`src/hw/rtl/jnc_pkg.sv`:
```
package jnc_pkg;

  localparam int unsigned CharWidth = 8;

  localparam logic [3:0] PH_START      = 4'd0;
  localparam logic [3:0] PH_FIRST_DIG  = 4'd1;
  localparam logic [3:0] PH_INT_DONE   = 4'd2;
  localparam logic [3:0] PH_INT_DIGITS = 4'd3;
  localparam logic [3:0] PH_DOT        = 4'd4;
  localparam logic [3:0] PH_FRAC       = 4'd5;
  localparam logic [3:0] PH_EXP_MARK   = 4'd6;
  localparam logic [3:0] PH_EXP_SIGN   = 4'd7;
  localparam logic [3:0] PH_EXP_DIGITS = 4'd8;
  localparam logic [3:0] PH_SWALLOW    = 4'd9;

  localparam logic [1:0] V_OKAY    = 2'd0;
  localparam logic [1:0] V_INVALID = 2'd1;
  localparam logic [1:0] V_EARLY   = 2'd2;
  localparam logic [1:0] V_NONE    = 2'd3;

  localparam logic [1:0] K_ZERO    = 2'd0;
  localparam logic [1:0] K_INTEGER = 2'd1;
  localparam logic [1:0] K_FLOAT   = 2'd2;
  localparam logic [1:0] K_UNSET   = 2'd3;

  localparam logic [CharWidth-1:0] CH_MINUS = 8'h2d;
  localparam logic [CharWidth-1:0] CH_PLUS  = 8'h2b;
  localparam logic [CharWidth-1:0] CH_DOT   = 8'h2e;
  localparam logic [CharWidth-1:0] CH_ZERO  = 8'h30;
  localparam logic [CharWidth-1:0] CH_ONE   = 8'h31;
  localparam logic [CharWidth-1:0] CH_NINE  = 8'h39;
  localparam logic [CharWidth-1:0] CH_E_UP  = 8'h45;
  localparam logic [CharWidth-1:0] CH_E_LOW = 8'h65;

  typedef struct packed {
    logic [CharWidth-1:0] character;
    logic                 has_character;
    logic                 last;
  } char_item_t;

  typedef struct packed {
    logic [1:0] verdict;
    logic [1:0] number_kind;
  } res_item_t;

endpackage

```
`src/hw/rtl/json_number_classifier.sv`:
```
// JSON number checker. Feed the text of one number one character per item, with last set on
// the final character; an empty text is a single item with has_character low. The block
// answers with one result per number: on the last character, or earlier on the first
// character that breaks the grammar, after which the rest of the text up to last is dropped.
// A new item is taken each cycle while results are not stalled. An item passes an input
// register and then the result register, from which its result is offered.
module json_number_classifier
  import jnc_pkg::*;
(
  input  logic       clk,
  input  logic       rst,
  input  logic       char_valid,
  output logic       char_stall,
  input  char_item_t char_item,
  output logic       res_valid,
  input  logic       res_stall,
  output res_item_t  res_item
);

  logic            q_valid;
  char_item_t      q_item;
  logic [3:0]      phase;
  logic [1:0]      kind;
  logic [3:0]      phase_next;
  logic [1:0]      kind_next;
  logic            emit;
  logic [1:0]      verdict;
  logic            advance;
  logic [3:0]      eff;
  logic            is_digit;
  logic            is_exp;
  logic            is_sign;
  logic            take;
  logic [1:0]      end_verdict;
  logic [3:0]      take_phase;
  logic [1:0]      scan_kind;
  logic [1:0]      scan_verdict;

  assign advance    = q_valid && !(res_valid && res_stall);
  assign char_stall = q_valid && res_valid && res_stall;

  always_comb begin
    is_digit = q_item.character inside {[CH_ZERO:CH_NINE]};
    is_exp   = (q_item.character == CH_E_UP) || (q_item.character == CH_E_LOW);
    is_sign  = (q_item.character == CH_PLUS) || (q_item.character == CH_MINUS);

    eff = phase;
    if (eff == PH_START && q_item.character != CH_MINUS) begin
      eff = PH_FIRST_DIG;
    end
    if (eff == PH_INT_DIGITS && !is_digit) begin
      eff = PH_INT_DONE;
    end
    if (eff == PH_EXP_MARK && !is_sign) begin
      eff = PH_EXP_SIGN;
    end

    take        = 1'b0;
    end_verdict = V_INVALID;
    take_phase  = PH_START;
    scan_kind   = kind;
    case (eff)
      PH_START: begin
        take       = 1'b1;
        take_phase = PH_FIRST_DIG;
      end
      PH_FIRST_DIG: begin
        if (q_item.character == CH_ZERO) begin
          scan_kind   = K_ZERO;
          take        = 1'b1;
          end_verdict = V_OKAY;
          take_phase  = PH_INT_DONE;
        end else if (q_item.character inside {[CH_ONE:CH_NINE]}) begin
          scan_kind   = K_INTEGER;
          take        = 1'b1;
          end_verdict = V_OKAY;
          take_phase  = PH_INT_DIGITS;
        end
      end
      PH_INT_DIGITS: begin
        take        = 1'b1;
        end_verdict = V_OKAY;
        take_phase  = PH_INT_DIGITS;
      end
      PH_INT_DONE: begin
        scan_kind = K_FLOAT;
        if (q_item.character == CH_DOT) begin
          take       = 1'b1;
          take_phase = PH_DOT;
        end else if (is_exp) begin
          take       = 1'b1;
          take_phase = PH_EXP_MARK;
        end
      end
      PH_DOT: begin
        take        = is_digit;
        end_verdict = V_OKAY;
        take_phase  = PH_FRAC;
      end
      PH_FRAC: begin
        if (is_digit) begin
          take        = 1'b1;
          end_verdict = V_OKAY;
          take_phase  = PH_FRAC;
        end else if (is_exp) begin
          take       = 1'b1;
          take_phase = PH_EXP_MARK;
        end
      end
      PH_EXP_MARK: begin
        take       = 1'b1;
        take_phase = PH_EXP_SIGN;
      end
      PH_EXP_SIGN, PH_EXP_DIGITS: begin
        take        = is_digit;
        end_verdict = V_OKAY;
        take_phase  = PH_EXP_DIGITS;
      end
      default: begin
        take = 1'b0;
      end
    endcase

    if (!take) begin
      scan_verdict = V_INVALID;
    end else if (q_item.last) begin
      scan_verdict = end_verdict;
    end else begin
      scan_verdict = V_NONE;
    end

    emit       = 1'b0;
    verdict    = V_EARLY;
    phase_next = PH_START;
    kind_next  = K_UNSET;
    if (!q_item.has_character) begin
      emit    = (phase != PH_SWALLOW);
      verdict = V_EARLY;
      kind_next = kind;
    end else if (phase == PH_SWALLOW) begin
      if (!q_item.last) begin
        phase_next = PH_SWALLOW;
        kind_next  = kind;
      end
    end else if (scan_verdict == V_NONE) begin
      phase_next = take_phase;
      kind_next  = scan_kind;
    end else begin
      emit      = 1'b1;
      verdict   = scan_verdict;
      kind_next = scan_kind;
      if (!q_item.last) begin
        phase_next = PH_SWALLOW;
      end
    end
  end

  always_ff @(posedge clk) begin
    if (rst) begin
      q_valid   <= 1'b0;
      res_valid <= 1'b0;
      phase     <= PH_START;
      kind      <= K_UNSET;
    end else begin
      if (!char_stall) begin
        q_valid <= char_valid;
        q_item  <= char_item;
      end
      if (advance) begin
        res_valid <= emit;
        if (emit) begin
          res_item.verdict     <= verdict;
          res_item.number_kind <= kind_next;
        end
        if (emit && !q_item.has_character) begin
          phase <= PH_START;
          kind  <= K_UNSET;
        end else if (emit && q_item.last) begin
          phase <= PH_START;
          kind  <= K_UNSET;
        end else begin
          phase <= phase_next;
          kind  <= phase_next == PH_START ? K_UNSET : kind_next;
        end
      end else if (res_valid && !res_stall) begin
        res_valid <= 1'b0;
      end
    end
  end

endmodule

```
`config.mk`:
```
export PLATFORM = sky130hd
export DESIGN_NAME = json_number_classifier
export DESIGN_NICKNAME = d
export VERILOG_FILES = /design/src/hw/rtl/jnc_pkg.sv /design/src/hw/rtl/json_number_classifier.sv
export SDC_FILE = /design/constraint.sdc
export NUM_CORES = 1
export LEC_CHECK = 0
export ABC_AREA = 1
export BUFFER_PORTS_ARGS = -buffer_cell sky130_fd_sc_hd__buf_2
export CORE_MARGIN = 2
export CORE_UTILIZATION = 59
export CTS_CLUSTER_SIZE = 30
export DETAILED_ROUTE_END_ITERATION = 6
export PLACE_DENSITY = 0.82
export SLEW_MARGIN = 10
export SYNTH_ARGS = -nofsm -noshare
export SYNTH_HDL_FRONTEND = slang
export SYNTH_SLANG_ARGS = --single-unit
```
`constraint.sdc`:
```
create_clock -name clk -period 5.6 [get_ports clk]
set_input_delay 0.84 -clock clk [delete_from_list [all_inputs] [get_ports clk]]
set_output_delay 0.84 -clock clk [all_outputs]
set_load 0.01 [all_outputs]
```
==> flow_metrics.py <==
metrics = {
    "pwr": {
        "ir_worst_vdd_mv": 0.230,
        "p_leak_nw": 0.768,
        "intPower_mw": 0.248,
        "total_power_mw": 0.351,
        "p_per_area_mw_per_mm2": 228,
        "swShare": 0.293,
        "pwr-share-seq": 0.543,
        "pwr-share-comb": 0.213,
        "clkPwrFrac": 0.244,
        "p_switching_mw": 0.103,
    },
    "synthesis": {
        "yosys.area_share.simple": 0.403,
        "synthXorXnorAreaFrac": 0,
        "synth.top_cell.area_share": 0.304,
        "synth_top_cell_by_area": "edfxtp_1",
        "synth_top_family_by_area": "simple AND/OR/NAND/NOR gates",
        "syn_nets": 202,
        "synth_cell_type_count": 25,
        "synth_area_mm2": 0.00138,
        "muxShareOfSynthArea": 0,
        "yosysSeqAreaShare": 0.420,
        "postSynthRegisterBits": 22,
        "synthCells": 188,
        "yosysWarnings": 0,
        "synth_compound_area_frac": 0.0978,
        "syn_avg_cell_area_um2": 7.35,
        "synth_fa_ha_area_frac": 0,
        "ys_top_cells_by_area": "edfxtp_1, dfxtp_1, nand2_1",
    },
    "grt": {
        "grt_pass1_vias": 1115,
        "grt_pass1_wl_mm": 4.61,
        "grt_antenna_before_repair": 0,
        "globalRouteOverflowTotal": 0,
        "globalRouteTotalUtil": 0.234,
        "grt_start_max_net_pins": 13,
    },
    "floorplanning": {
        "start_util": 0.624,
        "rows": 17,
        "chipWidth_um": 52.4,
        "dieArea_mm2": 0.00274,
        "coreArea_mm2": 0.00221,
        "chipHeight_um": 52.4,
        "io_pins": 20,
    },
    "placement": {
        "gp_congestion": 0.883,
        "dp_cells": 234,
        "dpl.hpwl_mm": 2.23,
        "dpl_worst_slack_ps": 3070,
        "portBuffers": 19,
    },
    "timing": {
        "rsz0062_at_grt": "false",
        "drv_slew": 0,
        "worst_slew_pin_slew_ps": 660,
        "tns_ps": 0,
        "clock_skew_ps": 12.7,
        "finalCritPeriodShare": 0.394,
        "timing.final.ws_setup_ps": 3390,
        "whs_ps": 553,
        "period_needed_ps": 2210,
        "max_slew_margin": 0.559,
        "fmax_mhz": 453,
        "finalHoldViolCount": 0,
        "finalSetupViolCount": 0,
    },
    "worst_setup_path": {
        "critPathKind": "input pin to flop",
        "r2r-start": "q_item[6]",
        "r2r-end": "res_item[3]",
        "worst_path_most_repeated_cell": "inv_1",
        "worstSetupStartpointType": "input pin",
        "rr_worst_depth": 14,
        "crit_fanout": 11,
        "end_kind": "flop",
        "crit_arrival_ps": 2240,
        "slowest_delay_ps": 510,
        "cp.required_ps": 5640,
        "r2r_slack_ps": 3400,
        "worstPathCellList": "buf_2 -> nand2_1 -> inv_1 -> nor2_1 -> inv_1 -> nor3_1 -> o21ai_2 -> inv_1",
        "cp_slowest_cell": "nor2_1",
    },
    "hold_path": {
        "whs_endpoint": "kind[1]",
        "holdPathStages": 2,
        "hp-class": "flop to flop",
        "hp-start": "kind[1]",
    },
    "cells_and_area": {
        "regArea_um2": 581,
        "layout_commonest_cell": "nand2_1",
        "antenna_cells": 0,
        "mostFrequentLayoutCells": "nand2_1, nor2_1, inv_1",
        "multiInputGateArea_um2": 692,
        "fin_nets": 225,
        "fillCellCount": 195,
        "drive_gt1_frac": 0.214,
        "fin_cells": 238,
        "syn_to_final_growth_pct": 11.8,
    },
    "cts": {
        "ctsResizeCount": 0,
        "clkSinkCount": 22,
        "cts_setup_buffers": 0,
        "numCtsBuffers": 3,
        "htree_levels": 1,
        "cts-root-buf": "clkbuf_4",
        "clk_latency_ps": 310,
        "hold_buffers": 0,
        "cts.clk_slew.worst_paths_ps": 120,
        "cts_tree": "done",
        "cts_buffer_depth": 2,
    },
    "drt": {
        "postRouteWirelength_mm": 2.81,
        "postRouteAntennaNets": 0,
        "drc_errors": 0,
        "firstDrtPassIters": 5,
        "drt_iter0_markers": 56,
        "vias": 1285,
        "routed_via_density": 5.40,
        "routedWlPerCell_um": 11.8,
    },
    "flow_run": {
        "maxCapViolations": 0,
    },
    "status": {
        "status": "finished clean",
    },
}
-- sequential cells by signal, indices dropped and copies added (netlist names) --
name	cells
kind	2
phase	4
q_item	10
q_valid	1
res_item	4
res_valid	1
-- per-layer routing --
layer	routed length, µm	share of wire	track usage
met1	1280	0.46	0.298
met2	1340	0.48	0.392
met3	155	0.055	0.0514
met4	31	0.011	0.0769
met5	0	0	0
-- power by group through the flow --
stage / clock network, mW / logic [mW] / registers, mW
2_1_floorplan: 0 / 0.0565 / 0.193
3_3_place_gp: 0 / 0.0724 / 0.194
3_5_place_dp: 0 / 0.0740 / 0.194
5_1_grt: 0.0914 / 0.0849 / 0.192
6_report: 0.0856 / 0.0748 / 0.191
4_1_cts: 0.0873 / 0.0744 / 0.190
-- cells by family after synthesis --
group,after synthesis
compound gates,22
buf+inv,29
flops,22
simple gates,115
-- critical path: cells and delay by family --
| kind | cells | cell delay [ps] |
|---|---|---|
| AO/OA/AOI/OAI | 1 | 100 |
| buffers and inverters | 4 | 460 |
| AND/OR/NAND/NOR | 3 | 850 |
-- worst max path at each step --
stage | from | to | slack [ps] | cells after the start
after floorplan | res_stall | char_stall | 3660 | 2
after global placement | res_stall | res_item[2] | 3190 | 8
after detailed placement | res_stall | res_item[2] | 3070 | 8
after CTS | res_stall | res_item[3] | 3410 | 8
after global routing | res_stall | res_item[3] | 3210 | 8
final | res_stall | res_item[3] | 3390 | 8
-- per-stage QoR --
stage / area [µm²] / utilization
6_report: 1540 / 0.698
3_5_place_dp: 1510 / 0.682
3_3_place_gp: 1510 / 0.682
4_1_cts: 1540 / 0.698
2_1_floorplan: 1380 / -
5_1_grt: 1540 / 0.698
-- area by class of cell --
class / count / area share
inverters: 28 / 0.0681
clock buffers: 4 / 0.0235
flip-flops and latches: 22 / 0.376
well taps: 28 / 0.0227
multi-input cells: 137 / 0.448
repair buffers: 19 / 0.0616
-- Yosys cell counts (all sizes together) --
cell,n
nand4,6
nand3b,1
inv,28
o31ai,1
o311ai,1
o211ai,1
nand2,49
nand3,27
dfxtp,8
nor3,4
a21boi,1
a21oi,8
nor2,28
clkbuf,1
o21ai,9
o21a,1
edfxtp,14
(Power assumes the default switching activity.)
